### src/rtl/ecal_pkg.sv
`default_nettype none

package ecal_pkg;

    // Reciprocal constants for exact division by multiplication.
    // Each is ceil(2^shift / divisor), with an error small enough for the operand range.
    localparam logic [31:0] RECIP_15       = 32'h8888_8889;   // /15, exact for 32-bit operands
    localparam int unsigned RECIP_15_SHIFT = 35;
    localparam logic [31:0] RECIP_3        = 32'hAAAA_AAAB;   // /3, exact for 32-bit operands
    localparam int unsigned RECIP_3_SHIFT  = 33;
    localparam logic [16:0] RECIP_7        = 17'd74899;       // /7, exact for 16-bit operands
    localparam int unsigned RECIP_7_SHIFT  = 19;
    localparam logic [16:0] RECIP_QUAD     = 17'd91868;       // /1461, exact for 16-bit operands
    localparam int unsigned RECIP_QUAD_SHIFT = 27;

    localparam logic [15:0] DAYS_1900_TO_1970 = 16'd25568;    // 70*365 + 18
    localparam logic [15:0] DAYS_PER_QUAD     = 16'd1461;     // 365*4 + 1
    localparam logic [10:0] YEAR1_START       = 11'd366;
    localparam logic [10:0] YEAR2_START       = 11'd731;
    localparam logic [10:0] YEAR3_START       = 11'd1096;
    localparam logic [8:0]  DAYS_TO_MARCH     = 9'd59;        // 31 + 28
    localparam int unsigned MONTHS            = 12;

    // Stages owned by the date unit.
    localparam int unsigned DATE_STAGES = 4;

    typedef struct packed {
        logic [3:0] month;
        logic [4:0] day_of_month;
        logic [8:0] day_of_year;
        logic [7:0] years_since_1900;
        logic [2:0] weekday;
    } ecal_date_t;

    // First day of each month, counted as in a leap year.
    function automatic logic [8:0] month_start(input logic [3:0] m);
        logic [8:0] s;
        unique case (m)
            4'd0:    s = 9'd0;
            4'd1:    s = 9'd31;
            4'd2:    s = 9'd60;
            4'd3:    s = 9'd91;
            4'd4:    s = 9'd121;
            4'd5:    s = 9'd152;
            4'd6:    s = 9'd182;
            4'd7:    s = 9'd213;
            4'd8:    s = 9'd244;
            4'd9:    s = 9'd274;
            4'd10:   s = 9'd305;
            4'd11:   s = 9'd335;
            default: s = 9'd0;
        endcase
        return s;
    endfunction

endpackage

`default_nettype wire

### src/rtl/ecal_date.sv
`default_nettype none

module ecal_date
    import ecal_pkg::*;
(
    input  wire logic                   clk,
    input  wire logic [DATE_STAGES-1:0] adv,
    input  wire logic [15:0]            days,
    output ecal_date_t                  date
);

    // Stage A: reciprocal products for the weekday and the four-year group.
    logic [15:0] days_a_reg;
    logic [32:0] p7_a_reg;
    logic [32:0] pq_a_reg;

    always_ff @(posedge clk)
    begin
        if (adv[0])
        begin
            days_a_reg <= days;
            p7_a_reg   <= 33'(days) * 33'(RECIP_7);
            pq_a_reg   <= 33'(days) * 33'(RECIP_QUAD);
        end
    end

    // Stage B: weekday and day within the four-year group.
    logic [13:0] week_q;
    logic [5:0]  quad_q;
    logic [2:0]  weekday_b_next, weekday_b_reg;
    logic [10:0] dq_b_next, dq_b_reg;
    logic [5:0]  quad_b_reg;

    always_comb
    begin
        week_q         = p7_a_reg[RECIP_7_SHIFT +: 14];
        quad_q         = pq_a_reg[RECIP_QUAD_SHIFT +: 6];
        weekday_b_next = 3'(days_a_reg - 16'(week_q) * 16'd7);
        dq_b_next      = 11'(days_a_reg - 16'(quad_q) * DAYS_PER_QUAD);
    end

    always_ff @(posedge clk)
    begin
        if (adv[1])
        begin
            weekday_b_reg <= weekday_b_next;
            quad_b_reg    <= quad_q;
            dq_b_reg      <= dq_b_next;
        end
    end

    // Stage C: year within the group, day of year, leap-day skip.
    logic [1:0]  yq;
    logic [10:0] d_full;
    logic [8:0]  doy;
    logic [8:0]  dayx_c_next;
    logic [7:0]  yr_c_reg;
    logic [8:0]  doy_c_reg;
    logic [8:0]  dayx_c_reg;
    logic [2:0]  weekday_c_reg;

    always_comb
    begin
        priority if (dq_b_reg >= YEAR3_START)
        begin
            yq     = 2'd3;
            d_full = dq_b_reg - YEAR3_START;
        end
        else if (dq_b_reg >= YEAR2_START)
        begin
            yq     = 2'd2;
            d_full = dq_b_reg - YEAR2_START;
        end
        else if (dq_b_reg >= YEAR1_START)
        begin
            yq     = 2'd1;
            d_full = dq_b_reg - YEAR1_START;
        end
        else
        begin
            yq     = 2'd0;
            d_full = dq_b_reg;
        end
        doy = d_full[8:0];
        // A common year has no February 29, so step over it.
        if (yq != 2'd0 && doy >= DAYS_TO_MARCH)
            dayx_c_next = doy + 9'd1;
        else
            dayx_c_next = doy;
    end

    always_ff @(posedge clk)
    begin
        if (adv[2])
        begin
            yr_c_reg      <= {quad_b_reg, yq};
            doy_c_reg     <= doy;
            dayx_c_reg    <= dayx_c_next;
            weekday_c_reg <= weekday_b_reg;
        end
    end

    // Stage D: month by comparing against the month starts.
    logic [3:0] mon;
    logic [4:0] dom;
    ecal_date_t date_reg;

    always_comb
    begin
        mon = '0;
        for (int i = 1; i < MONTHS; i++)
        begin
            if (dayx_c_reg >= month_start(4'(i)))
                mon = mon + 4'd1;
        end
        dom = 5'(dayx_c_reg - month_start(mon) + 9'd1);
    end

    always_ff @(posedge clk)
    begin
        if (adv[3])
        begin
            date_reg.month            <= mon;
            date_reg.day_of_month     <= dom;
            date_reg.day_of_year      <= doy_c_reg;
            date_reg.years_since_1900 <= yr_c_reg;
            date_reg.weekday          <= weekday_c_reg;
        end
    end

    assign date = date_reg;

endmodule

`default_nettype wire

### src/rtl/epoch_seconds_to_calendar_unit.sv
`default_nettype none

// Channel   Dir  Signals                           Payload
// -------   ---  --------------------------------  ----------------------------------------
// input     in   s_tvalid s_tready s_tdata[31:0]   epoch_seconds (signed)
// output    out  m_tvalid m_tready m_tdata[47:0]   second .. month, date_unset on m_tuser
//                m_tuser
//
// Each transfer on the input gives exactly one transfer on the output. The first four of the
// eight register stages divide by 60, 60 and 24 with reciprocal multiplies and rebase the day
// count to 1900; the last four are the date unit, so one conversion enters every cycle while
// the output is not stalled. Every stage has its own valid bit; an empty stage takes data
// even while later ones are stalled, so bubbles close up and a stall never drops or repeats
// a transfer. Reset clears only the valid bits; the datapath registers need none.

module epoch_seconds_to_calendar_unit
    import ecal_pkg::*;
(
    input  wire logic        clk,
    input  wire logic        rst_n,
    input  wire logic        s_tvalid,
    output logic             s_tready,
    input  wire logic [31:0] s_tdata,   // [31:0] epoch_seconds
    output logic             m_tvalid,
    input  wire logic        m_tready,
    output logic [47:0]      m_tdata,   // [5:0] second, [11:6] minute, [16:12] hour,
                                        // [19:17] weekday, [27:20] years_since_1900,
                                        // [36:28] day_of_year, [41:37] day_of_month,
                                        // [45:42] month, [47:46] zero
    output logic             m_tuser    // [0] date_unset
);

    localparam int unsigned STAGES = 8;

    typedef struct packed {
        logic       unset;
        logic [4:0] hour;
        logic [5:0] minute;
        logic [5:0] second;
    } ecal_time_t;

    // Valid bits and per-stage advance enables. A stage may load when it is empty or
    // when the stage after it is loading as well.
    logic [STAGES-1:0] v_reg;
    logic [STAGES-1:0] en;

    always_comb
    begin
        en[STAGES-1] = !v_reg[STAGES-1] || m_tready;
        for (int k = STAGES - 2; k >= 0; k--)
            en[k] = !v_reg[k] || en[k+1];
    end

    assign s_tready = en[0];
    assign m_tvalid = v_reg[STAGES-1];

    always_ff @(posedge clk or negedge rst_n)
    begin
        if (!rst_n)
            v_reg <= '0;
        else
        begin
            if (en[0])
                v_reg[0] <= s_tvalid;
            for (int k = 1; k < STAGES; k++)
            begin
                if (en[k])
                    v_reg[k] <= v_reg[k-1];
            end
        end
    end

    // Stage 0: negative inputs saturate to zero; all-ones marks an unset date.
    // The first division by 60 is done as a divide by 4 and then by 15.
    logic [30:0] sat;
    logic [30:0] x0_reg;
    logic [60:0] p1_reg;
    logic        un0_reg;

    assign sat = s_tdata[31] ? '0 : s_tdata[30:0];

    always_ff @(posedge clk)
    begin
        if (en[0])
        begin
            x0_reg  <= sat;
            p1_reg  <= 61'(sat[30:2]) * 61'(RECIP_15);
            un0_reg <= &s_tdata;
        end
    end

    // Stage 1: total minutes and the seconds field.
    logic [25:0] q1;
    logic [25:0] q1_reg;
    logic [55:0] p2_reg;
    logic [5:0]  sec1_reg;
    logic        un1_reg;

    assign q1 = p1_reg[RECIP_15_SHIFT +: 26];

    always_ff @(posedge clk)
    begin
        if (en[1])
        begin
            q1_reg   <= q1;
            p2_reg   <= 56'(q1[25:2]) * 56'(RECIP_15);
            sec1_reg <= 6'(x0_reg - 31'(q1) * 31'd60);
            un1_reg  <= un0_reg;
        end
    end

    // Stage 2: total hours and the minutes field. The divide by 24 is a divide by 8
    // and then by 3.
    logic [19:0] q2;
    logic [19:0] q2_reg;
    logic [48:0] p3_reg;
    logic [5:0]  sec2_reg;
    logic [5:0]  min2_reg;
    logic        un2_reg;

    assign q2 = p2_reg[RECIP_15_SHIFT +: 20];

    always_ff @(posedge clk)
    begin
        if (en[2])
        begin
            q2_reg   <= q2;
            p3_reg   <= 49'(q2[19:3]) * 49'(RECIP_3);
            sec2_reg <= sec1_reg;
            min2_reg <= 6'(q1_reg - 26'(q2) * 26'd60);
            un2_reg  <= un1_reg;
        end
    end

    // Stage 3: whole days, rebased to 1900, and the hours field.
    logic [15:0] d0;
    logic [15:0] days_reg;
    ecal_time_t  tm3_reg;

    assign d0 = p3_reg[RECIP_3_SHIFT +: 16];

    always_ff @(posedge clk)
    begin
        if (en[3])
        begin
            days_reg       <= d0 + DAYS_1900_TO_1970;
            tm3_reg.second <= sec2_reg;
            tm3_reg.minute <= min2_reg;
            tm3_reg.hour   <= 5'(q2_reg - 20'(d0) * 20'd24);
            tm3_reg.unset  <= un2_reg;
        end
    end

    // Stages 4 to 7: the date unit, with the time of day carried alongside.
    ecal_date_t date;
    ecal_time_t tm_reg [DATE_STAGES];

    ecal_date u_date (
        .clk  (clk),
        .adv  (en[STAGES-1 -: DATE_STAGES]),
        .days (days_reg),
        .date (date)
    );

    always_ff @(posedge clk)
    begin
        if (en[STAGES-DATE_STAGES])
            tm_reg[0] <= tm3_reg;
        for (int k = 1; k < DATE_STAGES; k++)
        begin
            if (en[STAGES-DATE_STAGES+k])
                tm_reg[k] <= tm_reg[k-1];
        end
    end

    // An unset date reads as all zeros with day of month 1.
    ecal_time_t tm_out;

    assign tm_out = tm_reg[DATE_STAGES-1];

    always_comb
    begin
        if (tm_out.unset)
        begin
            m_tdata        = '0;
            m_tdata[41:37] = 5'd1;
        end
        else
            m_tdata = {2'b00, date.month, date.day_of_month, date.day_of_year,
                       date.years_since_1900, date.weekday, tm_out.hour,
                       tm_out.minute, tm_out.second};
        m_tuser = tm_out.unset;
    end

endmodule

`default_nettype wire

### config.mk
export PLATFORM = sky130hd
export DESIGN_NAME = epoch_seconds_to_calendar_unit
export DESIGN_NICKNAME = d
export VERILOG_FILES = /design/src/rtl/ecal_pkg.sv /design/src/rtl/ecal_date.sv /design/src/rtl/epoch_seconds_to_calendar_unit.sv
export SDC_FILE = /design/constraint.sdc
export NUM_CORES = 2
export LEC_CHECK = 0
export BUFFER_PORTS_ARGS = -buffer_cell sky130_fd_sc_hd__buf_2
export CAP_MARGIN = 40
export CORE_ASPECT_RATIO = 2
export CORE_MARGIN = 10
export CORE_UTILIZATION = 65
export CTS_CLUSTER_DIAMETER = 100
export DETAILED_ROUTE_END_ITERATION = 16
export PLACE_DENSITY_LB_ADDON = 0.05
export SLEW_MARGIN = 15
export SYNTH_ARGS = -nofsm -noshare
export SYNTH_HDL_FRONTEND = slang
export SYNTH_SLANG_ARGS = --single-unit
export TNS_END_PERCENT = 20
### constraint.sdc
create_clock -name clk -period 13.4 [get_ports clk]
set_clock_uncertainty 0.1 [all_clocks]
set_input_delay 1.34 -clock clk [delete_from_list [all_inputs] [get_ports clk]]
set_output_delay 1.34 -clock clk [all_outputs]
set_load 0.05 [all_outputs]
==> run metrics <==
drt pass-1 iters=6; CP max-delay cell=edfxtp_1; Area Overhead vs Synth=6.43%; CTS H-tree depth=1; Final Non-Filler Cells=4018; Max Freq=109 MHz; Post-DRT Antenna Nets=0; # resized after CTS=0; CTS Sinks=312; Seq. cell area=0.00933 mm2; setup_tns=0 ns; routed vias=22538; hold path cells=0; crit path DAT=9.38 ns; Worst Tran Pin Value=0.794 ns; initial core utilization=65.3%; Worst R2R Path Depth=37; Primary FF master, synth=edfxtp_1; Port Buf Inserts=84; Die X=188 um; first-pass GRT wire length=130000 um; Hold-fix buffers, CTS=0; GPL Wtd Cong=0.972; Crit Reg-Reg Endpoint=u_date.date[24]$_DFFE_PP_; routed vias/inst=5.61; synthesized cell area=0.0366 mm2; period utilization=68.3%; share of cells above drive strength 1=5.17%; final net count=4518; Crit path required time=13.63 ns; critical path class=reg -> reg; # setup viols final=0; max reg flops=72; largest net degree at the start of global routing=48; hold path startpoint=u_date.doy_c_reg[0]$_DFFE_PP_; drt drc=0; grt ovf=0; Die Area=0.0667 mm2; Reg clk slew, reported paths=0.07 ns; Worst slew margin=47.1%; antenna diode count=0; warnings from Yosys=0; status=completed; final hold slack=0.314 ns; vias in the first global route=25871; Max Cap Violations=0; Post-CTS Setup Repair Bufs=0; Post-synth EDFFs=304; CTS Root Cell=clkbuf_16; Cells after DPL=3968; fill count=4244; Synth cell types=77; Detail Placement HPWL=68900 um; CTS tree=yes; Async S/R FF share, synth=2.56%; endpoint class of the critical path=flip-flop; Min Clock Period, post-route=9.16 ns; Max Slew Vio Count=0; FP Rows=123; clk_lat worst skew=0.59 ns; HP Class=reg -> reg; Final Hold Viols=0; #FFs+latches synth=312; Crit path buffers/inverters=4; CP startpoint kind=flip-flop; Multi-input gate area=0.0245 mm2; FF-to-FF Start=u_date.dayx_c_reg[8]$_DFFE_PP_; CP startpoint=u_date.dayx_c_reg[8]$_DFFE_PP_; I/O pin count=87; Num CTS Buffers=27; unrepaired setup endpoints after global routing=no; core region area=0.0560 mm2; Post-Synthesis Cells=3138; flop-to-flop setup slack=4.24 ns; most used cell, CP=ha_1; routed len/inst=19.5 um; syn avg cell area=11.7 um2; WL final=78300 um; initial antenna violation count=0; Worst Path Max Fanout=13; sequential area share after synthesis=25.5%; DRT iter0 DRCs=889; DIE HEIGHT=355 um; Worst Hold Path EP=u_date.date[11]$_DFFE_PP_; gr usage total=24.4%; CP peak stage delay=0.57 ns; clock tree buffer depth=3; cell family with the largest share of critical-path delay=adder cells
synthesized netlist by cell type, types with 12 or more instances:
cell type  number  area share (%)
inv_1         719             7.4
nand3_1        31            0.42
a21o_1         57             1.2
clkbuf_1       12            0.12
o21bai_1       18            0.37
fa_1          448              25
nand2b_1       19            0.32
nor3_1         23            0.31
edfxtp_1      304              25
o21a_1         20            0.41
nand2_1        73            0.75
a21oi_1        94             1.3
xor2_1         56             1.3
nand4_1        27            0.46
nor2b_1        80             1.4
nor2_1         58            0.60
xnor2_1       101             2.4
o21ai_0        44            0.60
ha_1          787              27
per-stage QoR:
stage / setup WS, ns / area [um2] / util [%]
floorplan: 5.28 / 36600 / -
global placement: 4.50 / 37900 / 67.7
detailed placement: 4.30 / 38000 / 67.9
CTS: 4.27 / 38900 / 69.5
global route: 3.64 / 38900 / 69.5
finish: 4.24 / 38900 / 69.5
final cells by class:
cell class | instances | share of cell area (%)
Clock buffer | 37 | 1.88
Clock inverter | 13 | 0.431
Inverter | 719 | 6.93
Multi-Input combinational cell | 2090 | 62.9
Sequential cell | 312 | 24.0
Tap cell | 750 | 2.41
Timing Repair Buffer | 97 | 1.47
cell usage in the layout (no fill, tap or decap), types with 8 or more instances in the layout:
| cell type | netlist | layout |
|---|---|---|
| buf_2 | 4 | 84 |
| o21ai_0 | 44 | 44 |
| nand4_1 | 27 | 27 |
| a211oi_1 | 11 | 11 |
| a21o_1 | 57 | 57 |
| o21a_1 | 20 | 20 |
| edfxtp_1 | 304 | 304 |
| nor2b_1 | 80 | 80 |
| xnor2_1 | 101 | 101 |
| buf_4 | 2 | 8 |
| dfrtp_1 | 8 | 8 |
| ha_1 | 787 | 787 |
| and3_1 | 10 | 10 |
| nor3_1 | 23 | 23 |
| inv_1 | 719 | 718 |
| a211o_1 | 8 | 8 |
| nand2_1 | 73 | 72 |
| a31oi_1 | 9 | 9 |
| fa_1 | 448 | 448 |
| o211ai_1 | 8 | 8 |
| clkbuf_1 | 12 | 8 |
| a21oi_1 | 94 | 94 |
| nand2b_1 | 19 | 19 |
| xor2_1 | 56 | 56 |
| clkbuf_16 | 0 | 27 |
| nor2_1 | 58 | 58 |
| o21bai_1 | 18 | 18 |
| nand3_1 | 31 | 28 |
routing by layer:
| layer | track usage [%] | wire length (um) |
|---|---|---|
| met5 | 0 | 0 |
| met4 | 11.6 | 3930 |
| met3 | 2.08 | 2050 |
| met2 | 48.1 | 44600 |
| met1 | 25.2 | 27700 |
worst max path at each step:
stage | to | slack [ns] | cells after the start
3_5_place_dp | u_date.date[24]$_DFFE_PP_ | 4.30 | 37
2_1_floorplan | u_date.date[24]$_DFFE_PP_ | 5.28 | 34
4_1_cts | u_date.date[24]$_DFFE_PP_ | 4.27 | 37
5_1_grt | u_date.date[24]$_DFFE_PP_ | 3.64 | 37
6_report | u_date.date[24]$_DFFE_PP_ | 4.24 | 37
3_3_place_gp | p1_reg[60]$_DFFE_PP_ | 4.50 | 25
cells by family (layout without fill, tap and decap cells):
| logic type | count (synthesis) | in the layout | share of synthesized area (%) |
|---|---|---|---|
| other | 1 | 2 | 0.0103 |
| xor gates and xnor gates | 160 | 160 | 3.93 |
| adders and majority gates | 1235 | 1235 | 51.4 |
| and+or+nand+nor | 356 | 356 | 5.11 |
| muxes | 9 | 9 | 0.308 |
| DFF | 312 | 312 | 25.5 |
| AOI/OAI and AO/OA | 328 | 328 | 6.09 |
| buffers and inverters | 737 | 866 | 7.60 |
Power is left out: the tool's default activity adds up to more than one toggle a clock period on the data nets, which glitch-free logic cannot reach.
